$ cat config.mk
export PLATFORM = sky130hd
export DESIGN_NAME = humidity_temp_frame_decoder
export DESIGN_NICKNAME = d
export VERILOG_FILES = /design/src/hdl/htfd_pkg.sv /design/src/hdl/htfd_frame.sv /design/src/hdl/htfd_convert.sv /design/src/hdl/humidity_temp_frame_decoder.sv
export SDC_FILE = /design/constraint.sdc
export NUM_CORES = 1
export LEC_CHECK = 0
export BUFFER_PORTS_ARGS = -buffer_cell sky130_fd_sc_hd__buf_2
export CAP_MARGIN = 20
export CORE_ASPECT_RATIO = 2
export CORE_MARGIN = 5
export CORE_UTILIZATION = 50
export CTS_CLUSTER_SIZE = 25
export DETAILED_ROUTE_END_ITERATION = 10
export HOLD_SLACK_MARGIN = 0.1
export PLACE_DENSITY = 0.68
export SLEW_MARGIN = 15
export SYNTH_ARGS = -nofsm -noshare
export SYNTH_HDL_FRONTEND = slang
export SYNTH_SLANG_ARGS = --single-unit
$ cat constraint.sdc
create_clock -name i_clk -period 10.2 [get_ports i_clk]
set_clock_uncertainty 0.2 [all_clocks]
set_input_delay 0.51 -clock i_clk [delete_from_list [all_inputs] [get_ports i_clk]]
set_output_delay 0.51 -clock i_clk [all_outputs]
set_load 0.1 [all_outputs]
$ cat src/hdl/htfd_pkg.sv
// Shared types, constants and CRC helper for the humidity/temperature frame decoder.
package htfd_pkg;

    // CRC-8 settings of the sensor response
    localparam logic [7:0] CRC_POLY = 8'h31;
    localparam logic [7:0] CRC_INIT = 8'hFF;

    // Status codes of a result beat
    typedef enum logic [1:0] {
        STATUS_OK       = 2'd0,
        STATUS_TEMP_BAD = 2'd1,
        STATUS_HUM_BAD  = 2'd2
    } t_status;

    // Completed response handed from the frame assembler to the converter
    typedef struct packed {
        logic [15:0] temp_raw;
        logic [15:0] hum_raw;
        logic        temp_good;
        logic        hum_good;
    } t_frame;

    // One byte through the CRC, MSB first
    function automatic logic [7:0] crc_feed(input logic [7:0] crc, input logic [7:0] b);
        logic [7:0] c;
        c = crc ^ b;
        for (int i = 0; i < 8; i++) begin
            if (c[7]) begin
                c = {c[6:0], 1'b0} ^ CRC_POLY;
            end else begin
                c = {c[6:0], 1'b0};
            end
        end
        return c;
    endfunction

endpackage

$ cat src/hdl/htfd_frame.sv
// Byte position tracking, CRC checking and raw word capture for one response.
module htfd_frame (
    input  logic                i_clk,
    input  logic                i_rst_n,
    input  logic                i_valid,
    output logic                o_ready,
    input  logic [7:0]          i_rx_byte,
    input  logic                i_frame_start,
    output logic                o_valid,
    input  logic                i_ready,
    output htfd_pkg::t_frame    o_frame
);

    // Byte positions within a response
    localparam logic [2:0] POS_TEMP_MSB = 3'd0;
    localparam logic [2:0] POS_TEMP_LSB = 3'd1;
    localparam logic [2:0] POS_TEMP_CRC = 3'd2;
    localparam logic [2:0] POS_HUM_MSB  = 3'd3;
    localparam logic [2:0] POS_HUM_LSB  = 3'd4;
    localparam logic [2:0] POS_HUM_CRC  = 3'd5;

    logic [2:0]       r_pos, n_pos;
    logic [7:0]       r_crc, n_crc;
    logic [15:0]      r_temp_raw, n_temp_raw;
    logic [15:0]      r_hum_raw, n_hum_raw;
    logic             r_temp_good, n_temp_good;
    logic             r_valid, n_valid;
    htfd_pkg::t_frame r_frame, n_frame;

    logic       accept;
    logic [2:0] pos;
    logic [7:0] crc_base;
    logic [7:0] crc_fed;

    // Take a byte whenever the frame slot is free or draining
    assign o_ready = !r_valid || i_ready;
    assign accept  = i_valid && o_ready;

    // Start mark or out-of-range position restarts the response
    always_comb begin
        if (i_frame_start || r_pos > POS_HUM_CRC) begin
            pos      = POS_TEMP_MSB;
            crc_base = htfd_pkg::CRC_INIT;
        end else begin
            pos      = r_pos;
            crc_base = r_crc;
        end
    end

    assign crc_fed = htfd_pkg::crc_feed(crc_base, i_rx_byte);

    // Per-byte update
    always_comb begin
        n_pos       = r_pos;
        n_crc       = r_crc;
        n_temp_raw  = r_temp_raw;
        n_hum_raw   = r_hum_raw;
        n_temp_good = r_temp_good;
        n_valid     = r_valid && !i_ready;
        n_frame     = r_frame;
        if (accept) begin
            n_pos = pos + 3'd1;
            unique case (pos)
                POS_TEMP_MSB: begin
                    n_temp_raw[15:8] = i_rx_byte;
                    n_crc            = crc_fed;
                end
                POS_TEMP_LSB: begin
                    n_temp_raw[7:0] = i_rx_byte;
                    n_crc           = crc_fed;
                end
                POS_TEMP_CRC: begin
                    n_temp_good = (crc_base == i_rx_byte);
                    n_crc       = htfd_pkg::CRC_INIT;
                end
                POS_HUM_MSB: begin
                    n_hum_raw[15:8] = i_rx_byte;
                    n_crc           = crc_fed;
                end
                POS_HUM_LSB: begin
                    n_hum_raw[7:0] = i_rx_byte;
                    n_crc          = crc_fed;
                end
                POS_HUM_CRC: begin
                    n_pos              = POS_TEMP_MSB;
                    n_crc              = htfd_pkg::CRC_INIT;
                    n_valid            = 1'b1;
                    n_frame.temp_raw   = r_temp_raw;
                    n_frame.hum_raw    = r_hum_raw;
                    n_frame.temp_good  = r_temp_good;
                    n_frame.hum_good   = (crc_base == i_rx_byte);
                end
                default: begin
                    n_pos = POS_TEMP_MSB;
                end
            endcase
        end
    end

    // Control state
    always_ff @(posedge i_clk) begin
        if (!i_rst_n) begin
            r_pos       <= POS_TEMP_MSB;
            r_crc       <= htfd_pkg::CRC_INIT;
            r_temp_good <= 1'b0;
            r_valid     <= 1'b0;
        end else begin
            r_pos       <= n_pos;
            r_crc       <= n_crc;
            r_temp_good <= n_temp_good;
            r_valid     <= n_valid;
        end
    end

    // Payload
    always_ff @(posedge i_clk) begin
        r_temp_raw <= n_temp_raw;
        r_hum_raw  <= n_hum_raw;
        r_frame    <= n_frame;
    end

    assign o_valid = r_valid;
    assign o_frame = r_frame;

endmodule

$ cat src/hdl/htfd_convert.sv
// Raw word scaling, rounding, clamping and the result register.
module htfd_convert (
    input  logic               i_clk,
    input  logic               i_rst_n,
    input  logic               i_valid,
    output logic               o_ready,
    input  htfd_pkg::t_frame   i_frame,
    output logic               o_valid,
    input  logic               i_ready,
    output logic               o_reading_valid,
    output logic signed [11:0] o_temperature_tenths,
    output logic [6:0]         o_rel_humidity,
    output logic [1:0]         o_status
);

    localparam logic [10:0] TEMP_SCALE = 11'd1750;
    localparam logic [6:0]  HUM_SCALE  = 7'd125;
    localparam logic [15:0] HALF_DEN   = 16'd32767;
    localparam logic [16:0] DEN        = 17'd65535;
    localparam logic signed [11:0] TEMP_OFFSET = 12'sd450;
    localparam logic [6:0]  HUM_OFFSET = 7'd6;
    localparam logic [6:0]  HUM_MAX    = 7'd100;

    logic               r_valid;
    logic               r_reading_valid;
    logic signed [11:0] r_temp;
    logic [6:0]         r_hum;
    htfd_pkg::t_status  r_status;

    logic               accept;
    logic [26:0]        t_num;
    logic [16:0]        t_rem;
    logic [10:0]        t_quo;
    logic signed [11:0] t_val;
    logic [22:0]        h_num;
    logic [16:0]        h_rem;
    logic [6:0]         h_quo;
    logic [6:0]         h_val;

    assign o_ready = !r_valid || i_ready;
    assign accept  = i_valid && o_ready;

    // Temperature: round(1750*raw/65535) - 450, divide by 65535 via split and correct
    always_comb begin
        t_num = 27'(TEMP_SCALE * i_frame.temp_raw) + 27'(HALF_DEN);
        t_rem = {1'b0, t_num[15:0]} + 17'(t_num[26:16]);
        t_quo = t_num[26:16] + 11'(t_rem >= DEN);
        t_val = $signed({1'b0, t_quo}) - TEMP_OFFSET;
    end

    // Humidity: round(125*raw/65535) - 6, clamped to 0..100
    always_comb begin
        h_num = 23'(HUM_SCALE * i_frame.hum_raw) + 23'(HALF_DEN);
        h_rem = {1'b0, h_num[15:0]} + 17'(h_num[22:16]);
        h_quo = h_num[22:16] + 7'(h_rem >= DEN);
        if (h_quo < HUM_OFFSET) begin
            h_val = '0;
        end else if (h_quo - HUM_OFFSET > HUM_MAX) begin
            h_val = HUM_MAX;
        end else begin
            h_val = h_quo - HUM_OFFSET;
        end
    end

    // Result valid flag
    always_ff @(posedge i_clk) begin
        if (!i_rst_n) begin
            r_valid <= 1'b0;
        end else if (accept) begin
            r_valid <= 1'b1;
        end else if (i_ready) begin
            r_valid <= 1'b0;
        end
    end

    // Result payload; first failing word wins
    always_ff @(posedge i_clk) begin
        if (accept) begin
            if (!i_frame.temp_good) begin
                r_reading_valid <= 1'b0;
                r_temp          <= '0;
                r_hum           <= '0;
                r_status        <= htfd_pkg::STATUS_TEMP_BAD;
            end else if (!i_frame.hum_good) begin
                r_reading_valid <= 1'b0;
                r_temp          <= '0;
                r_hum           <= '0;
                r_status        <= htfd_pkg::STATUS_HUM_BAD;
            end else begin
                r_reading_valid <= 1'b1;
                r_temp          <= t_val;
                r_hum           <= h_val;
                r_status        <= htfd_pkg::STATUS_OK;
            end
        end
    end

    assign o_valid              = r_valid;
    assign o_reading_valid      = r_reading_valid;
    assign o_temperature_tenths = r_temp;
    assign o_rel_humidity       = r_hum;
    assign o_status             = r_status;

endmodule

$ cat src/hdl/humidity_temp_frame_decoder.sv
// Top level: sensor response byte stream in, decoded reading beat out.
//
//   channel | direction | handshake              | payload
//   --------+-----------+------------------------+-------------------------------------------
//   in      | input     | i_in_valid/o_in_ready  | i_rx_byte, i_frame_start
//   out     | output    | o_out_valid/i_out_ready| o_reading_valid, o_temperature_tenths,
//           |           |                        | o_rel_humidity, o_status
//
// One byte beat is taken every cycle while the frame register is free or draining; the
// sixth byte of a response yields one result beat via the frame register, then the result register.
// Reset clears byte position, CRC, the temperature CRC flag and both valid flags; raw words are not reset.
// A stalled result holds only the stages behind it; the frame register lets a
// new response keep streaming in while the previous result waits.
module humidity_temp_frame_decoder (
    input  logic               i_clk,
    input  logic               i_rst_n,
    input  logic               i_in_valid,
    output logic               o_in_ready,
    input  logic [7:0]         i_rx_byte,
    input  logic               i_frame_start,
    output logic               o_out_valid,
    input  logic               i_out_ready,
    output logic               o_reading_valid,
    output logic signed [11:0] o_temperature_tenths,
    output logic [6:0]         o_rel_humidity,
    output logic [1:0]         o_status
);

    logic             frame_valid;
    logic             frame_ready;
    htfd_pkg::t_frame frame;

    // Byte assembly and CRC checks
    htfd_frame u_frame (
        .i_clk         (i_clk),
        .i_rst_n       (i_rst_n),
        .i_valid       (i_in_valid),
        .o_ready       (o_in_ready),
        .i_rx_byte     (i_rx_byte),
        .i_frame_start (i_frame_start),
        .o_valid       (frame_valid),
        .i_ready       (frame_ready),
        .o_frame       (frame)
    );

    // Scaling and result register
    htfd_convert u_convert (
        .i_clk                (i_clk),
        .i_rst_n              (i_rst_n),
        .i_valid              (frame_valid),
        .o_ready              (frame_ready),
        .i_frame              (frame),
        .o_valid              (o_out_valid),
        .i_ready              (i_out_ready),
        .o_reading_valid      (o_reading_valid),
        .o_temperature_tenths (o_temperature_tenths),
        .o_rel_humidity       (o_rel_humidity),
        .o_status             (o_status)
    );

    // An invalid reading always carries a failing status and zero values
    a_invalid_status: assert property (@(posedge i_clk) disable iff (!i_rst_n)
        o_out_valid && !o_reading_valid |->
            (o_status == htfd_pkg::STATUS_TEMP_BAD || o_status == htfd_pkg::STATUS_HUM_BAD)
            && o_temperature_tenths == 12'sd0 && o_rel_humidity == 7'd0)
        else $error("invalid reading with bad status or nonzero values");

    // A valid reading is in range and reports ok
    a_valid_range: assert property (@(posedge i_clk) disable iff (!i_rst_n)
        o_out_valid && o_reading_valid |->
            o_status == htfd_pkg::STATUS_OK && o_rel_humidity <= 7'd100
            && o_temperature_tenths >= -12'sd450 && o_temperature_tenths <= 12'sd1300)
        else $error("valid reading out of range");

    // No result beat right after reset
    a_reset_quiet: assert property (@(posedge i_clk)
        !i_rst_n |=> !o_out_valid)
        else $error("result beat after reset");

    // A byte beat never produces a result in the following cycle
    a_latency: assert property (@(posedge i_clk) disable iff (!i_rst_n)
        !frame_valid && !o_out_valid |=> !o_out_valid)
        else $error("result beat without a completed frame");

endmodule

After elaboration in Yosys (flattened, before gate mapping)
Cells that the tools add are included.
- flip-flop bits (word level): 102
- bits of input ports: 13
- output and inout port bits: 24
- logic and storage cells: 95
- add/subtract/negate cells: 9
- multipliers: 2
- $lt $le $gt $ge: 5
- equality and inequality tests: 6
- mux-type cells: 19
- bitwise gates (word level): 11
- reduce and logical (&&, ||, !) cells: 25
- operators with widths (operator ; count):
    two-way mux 6 bit ; 8
    >= comparator 17 x 16 -> 1 bit (second input constant) ; 2
    adder 27 x 15 -> 27 bit (second input constant) ; 1
    multiplier 10 x 16 -> 26 bit (first input constant) ; 1
    inverter 3 bit ; 8
    adder 23 x 15 -> 23 bit (second input constant) ; 1
    multiplier 7 x 16 -> 23 bit (first input constant) ; 1
    adder 16 x 11 -> 17 bit ; 1
    adder 16 x 7 -> 17 bit ; 1
    one-hot mux 8 bit (2 select lines) ; 1
    AND reduction 2 bit ; 8
    subtractor 11 x 9 -> 12 bit (second input constant) ; 1
    adder 11 x 1 -> 11 bit ; 1
    equality test 8 bit ; 1
    two-way mux 8 bit ; 1
    OR reduction 4 bit ; 2
    bitwise XOR 8 bit ; 1
    adder 7 x 1 -> 7 bit ; 1
    > comparator 7 bit (second input constant) ; 1
    less-than comparator 7 x 3 -> 1 bit (second input constant) ; 1
    two-way mux 7 bit ; 1
    subtractor 7 x 3 -> 7 bit (second input constant) ; 1
    equality test 3 x 2 -> 1 bit (second input constant) ; 2
    equality test 3 bit (second input constant) ; 2
    15 further kinds ; 28

Depth between registers and ports, before layout
- depth in word-level cells: 21
- gate-level depth with buffers: 49
- depth with buffers taken out: 47

By module
Synthesis repeated with hierarchy kept, for this count alone.
- cells, all modules: 1324
- area total of the unflattened synthesis: 13280.2 um^2
- modules (own cells, without submodules) (module ; instances ; cells each ; area an instance (um^2)):
    htfd_convert ; 1 ; 1141 ; 10277.4
    htfd_frame ; 1 ; 183 ; 3002.9

Worst setup path before layout
No wires, ideal clock.
- path kind: reg2reg
- start: register u_frame.r_frame, in the netlist u_frame.o_frame[18]
- end: register u_convert.r_temp[10], in the netlist u_convert.o_temperature_tenths[10] (data pin)
- data arrival time: 9494 ps
- data required time: 9745 ps
- setup slack: 251 ps
- stages on the path, launching flop included: 46
- path buffers: 0
- clock period less this slack: 9949 ps
- cells stage by stage: edfxtp_1 inv_1 ha_1 ha_1 inv_1 fa_1 inv_1 fa_1 inv_1 fa_1 inv_1 ha_1 or4_1 o21ai_1 xor2_2 nand3_4 o31ai_4 nor3_1 (+10 left out) a41oi_1 xor2_1 a2111o_1 o32ai_1 a21oi_1 nor2_1 ha_1 inv_1 a2111oi_0 nand4_1 o32ai_1 nor2_1 a2111o_1 nand3_1 a21oi_1 o32ai_1 xnor2_1 and2_1
- word-level cells in the longest chain between the ends: 6
- RTL lines (what ; line ; RTL):
    start: declaration ; htfd_frame.sv:28 ; htfd_pkg::t_frame r_frame, n_frame;
    start signal: assignment ; htfd_frame.sv:119 ; r_frame <= n_frame;
    multiplier 10 x 16 -> 26 bit * ; htfd_convert.sv:45 ; t_num = 27'(TEMP_SCALE * i_frame.temp_raw) + 27'(HALF_DEN);
    adder 27 x 15 -> 27 bit * ; htfd_convert.sv:45 ;
    adder 16 x 11 -> 17 bit ; htfd_convert.sv:46 ; t_rem = {1'b0, t_num[15:0]} + 17'(t_num[26:16]);
    >= comparator 17 x 16 -> 1 bit ; htfd_convert.sv:47 ; t_quo = t_num[26:16] + 11'(t_rem >= DEN);
    adder 11 x 1 -> 11 bit * ; htfd_convert.sv:47 ;
    subtractor 11 x 9 -> 12 bit * ; htfd_convert.sv:48 ; t_val = $signed({1'b0, t_quo}) - TEMP_OFFSET;
    end signal: assignment ; htfd_convert.sv:91 ; r_temp <= t_val;
    end: declaration ; htfd_convert.sv:26 ; logic signed [11:0] r_temp;
Every way passes the cells marked *; elsewhere a longest branch is shown, timed or not.
A chain may end at the register's enable or synchronous reset.

Worst setup path in the final report
- start: register u_frame.r_frame, in the netlist u_frame.o_frame[27]
- end: register u_convert.r_temp[10], in the netlist u_convert.o_temperature_tenths[10] (data pin)
Same word-level chain as after synthesis.

==> run metrics <==
dpl cells 1,812; Rel. slew slack about 28%; min Tclk post-route 10,250 ps; Clock Path Buffers 2; cell taking the most area after synthesis edfxtp_1; maximum clock frequency a little under 100 MHz; Final HPWL DP 26.48 mm; worst hold slack 221.8 ps; global route overflow 0; initial DRC count 367; mean area per synthesized cell ~10 um2; worst-path maximum fanout 6; initial antenna violation count 0; Met3 Wirelength about 850 um; clock sink total just over 100; Post-synth EDFFs 88; final cell count without fillers 1,884; Chip Height 238.4 um; final WL approximately 32 mm; ys flop type edfxtp_1; dpl cell area ~14,000 um2; slowest stage delay, CP roughly 500 ps; core footprint between 20,000 and 30,000 um2; Fill cells ~2,200; Starting Density between 50% and 60%; Worst-Skew Late Latency ~370 ps; I/O Buffers 36; fin crit share 100.5%; worst IR drop on VDD 0.1086 mV; commonest non-fill, non-tap cell in the layout inv_1; met2 WL post-DR ~18 mm; CP startpoint kind flip-flop; pwr dens roughly 58 nW/um2; Antenna Nets Post-Route 0; DIE AREA ~30,000 um2; Yosys cell types 90; synthesis-stage register bit count between 100 and 150; top cells by area, synth edfxtp_1 (20%), fa_1 (18%), ha_1 (17%), inv_1 (6.2%), xnor2_1 (4.2%); fin nets 1,847; Hold Buf Count CTS 0; transition time of the tightest slew-check pin approximately 1100 ps; sequential fraction of the synthesis area between 20% and 30%; Area growth syn-to-layout 22.60%; gpl congestion approximately 0.95; Yosys Warn Count 0; Reg2Reg Depth 45; WL met1 between 10 and 15 mm; DR top layer met4; RSZ-0062 raised after global routing yes; post-synth top area share between 20% and 30%; hold path depth 0; WS Path Type reg -> reg; DRC viols 0; via count approximately 10,000; Rows 83; Die X between 100 and 150 um; WL per Instance roughly 17 um; antenna diode count 0; Setup TNS -86.66 ps; syn nets between 1,500 and 2,000; vias per cell approximately 5.5; Core Util, Final 62.06%; fraction of layout cells with a size suffix above 1 24.48%; most frequent cells in the layout inv_1 (203), buf_4 (172), ha_1 (157); Slowest-stage cell, CP fa_1; Final Max Slew Viols 0; first-pass GRT wire length 50.87 mm; post-synth design cell area approximately 13,000 um2; gr usage total roughly 22%; clk slew on worst S/H paths ~80 ps; fin worst setup slack -52.60 ps; max cap viols 0; Req. time, crit path between 10,000 and 15,000 ps; CTS Buf Count 9; Static Leak 0.007271 uW; Final Hold Viols 0; Synth Instances approximately 1,300; FFs w/ async S/R, synth 0%; Ports 37; CTS tree yes; H-Tree Depth 3; CP endpoint kind flip-flop; vias in the first global route ~11,000; status complete, but fails checks; post-route cell area between 15,000 and 20,000 um2; Setup-failing EPs final 2; CTS Root Cell clkbuf_16; largest net degree at the start of global routing 35; Arr. time, crit path 10,180 ps; cell mode on critical path buf_4; Detailed Routing Iterations Pass 1 5; Hold WC Path Type reg -> reg; failing checks setup timing
registers in the layout, indices dropped and copies added, names as in the netlist, 2 cells and up:
| name | cells |
|---|---|
| u_frame.o_frame | 34 |
| u_frame.r_hum_raw | 16 |
| u_frame.r_temp_raw | 16 |
| u_convert.o_temperature_tenths | 12 |
| u_frame.r_crc | 8 |
| u_convert.o_rel_humidity | 7 |
| u_frame.r_pos | 3 |
| u_convert.o_status | 2 |
critical path: cells and delay by family, from the launching register on:
family	cells	cell delay (ps)
adders and majority gates	8	2980
xor gates and xnor gates	3	390
AOI/OAI and AO/OA	12	3220
and+or+nand+nor	9	1360
DFF	1	430
buffers and inverters	13	1460
path summary, 6_finish.rpt:
check | from | end | slack, ps
hold reg to reg | u_frame.r_hum_raw[11] | u_frame.o_frame[13] | 220
setup reg to reg | u_frame.o_frame[27] | u_convert.o_temperature_tenths[10] | -50
setup / recovery | u_frame.o_frame[27] | u_convert.o_temperature_tenths[10] | -50
hold / removal | u_frame.r_hum_raw[11] | u_frame.o_frame[13] | 220
report_power, final:
part | switching [uW] | leakage (uW) | internal [uW]
clock network | 190 | 0.000154 | 180
registers | 9.53 | 0.000927 | 461
logic | 49.5 | 0.00619 | 43.2
repair_timing:
| action | in CTS | in global routing |
|---|---|---|
| pin swaps | 8 | 69 |
| setup buffers | 6 | 50 |
| endpoints found under the setup margin | 9 | 10 |
| resized for setup | 25 | 130 |
stage by stage:
stage / worst slack [ps] / power [uW]
6_report: -52.60 / 933.6
5_1_grt: -451.3 / 967.6
4_1_cts: 0.6155 / 936.4
3_5_place_dp: -458.1 / 569.5
3_3_place_gp: -166.6 / 568.4
2_1_floorplan: 251.3 / 548.0
cell usage after synthesis, types with 4 or more instances:
library cell	n
a211o_1	5
a211oi_1	6
a21o_1	34
a21oi_1	70
a221o_1	4
a22oi_1	5
a31o_2	4
a31oi_1	9
a41oi_1	4
and2_1	18
and3_1	16
and4_1	8
buf_2	10
clkbuf_1	12
dfxtp_1	14
edfxtp_1	88
fa_1	115
ha_1	180
inv_1	217
mux2i_1	5
nand2_1	69
nand2b_1	11
nand3_1	22
nand4_1	19
nor2_1	58
nor2b_1	12
nor3_1	25
nor4_1	8
o2111ai_1	4
o211ai_1	13
o21a_1	13
o21ai_0	31
o21ai_1	9
o21bai_1	6
o22ai_1	11
o31a_1	4
o31ai_1	7
or3_1	5
or4_1	5
xnor2_1	62
xnor2_2	4
xor2_1	40
cell type report:
class | instances | area (um2) | share of cell area (%)
clock buffers | 9 | 225.2 | 1.409
clock inverters | 7 | 93.84 | 0.5871
inverters | 220 | 828.3 | 5.182
multi-input cells | 988 | 9899 | 61.94
flip-flops and latches | 102 | 2923 | 18.29
well taps | 340 | 425.4 | 2.662
repair buffers | 218 | 1588 | 9.934
routing by layer:
metal  track usage [%]  up-vias
li1                  -     5066
met1             22.43     5036
met2             41.84      203
met3             2.396       95
met4             10.70        0
met5                 0        -
logic make-up after synthesis:
| group | share of synthesized area (%) |
|---|---|
| adder cells (fa/ha/maj) | 34.94 |
| flip-flops | 22.42 |
| AO/OA/AOI/OAI | 15.21 |
| buffers and inverters | 7.179 |
| XOR/XNOR | 7.957 |
| AND/OR/NAND/NOR | 11.82 |
| multiplexers | 0.4703 |
Power figures use the tool's default switching activity.
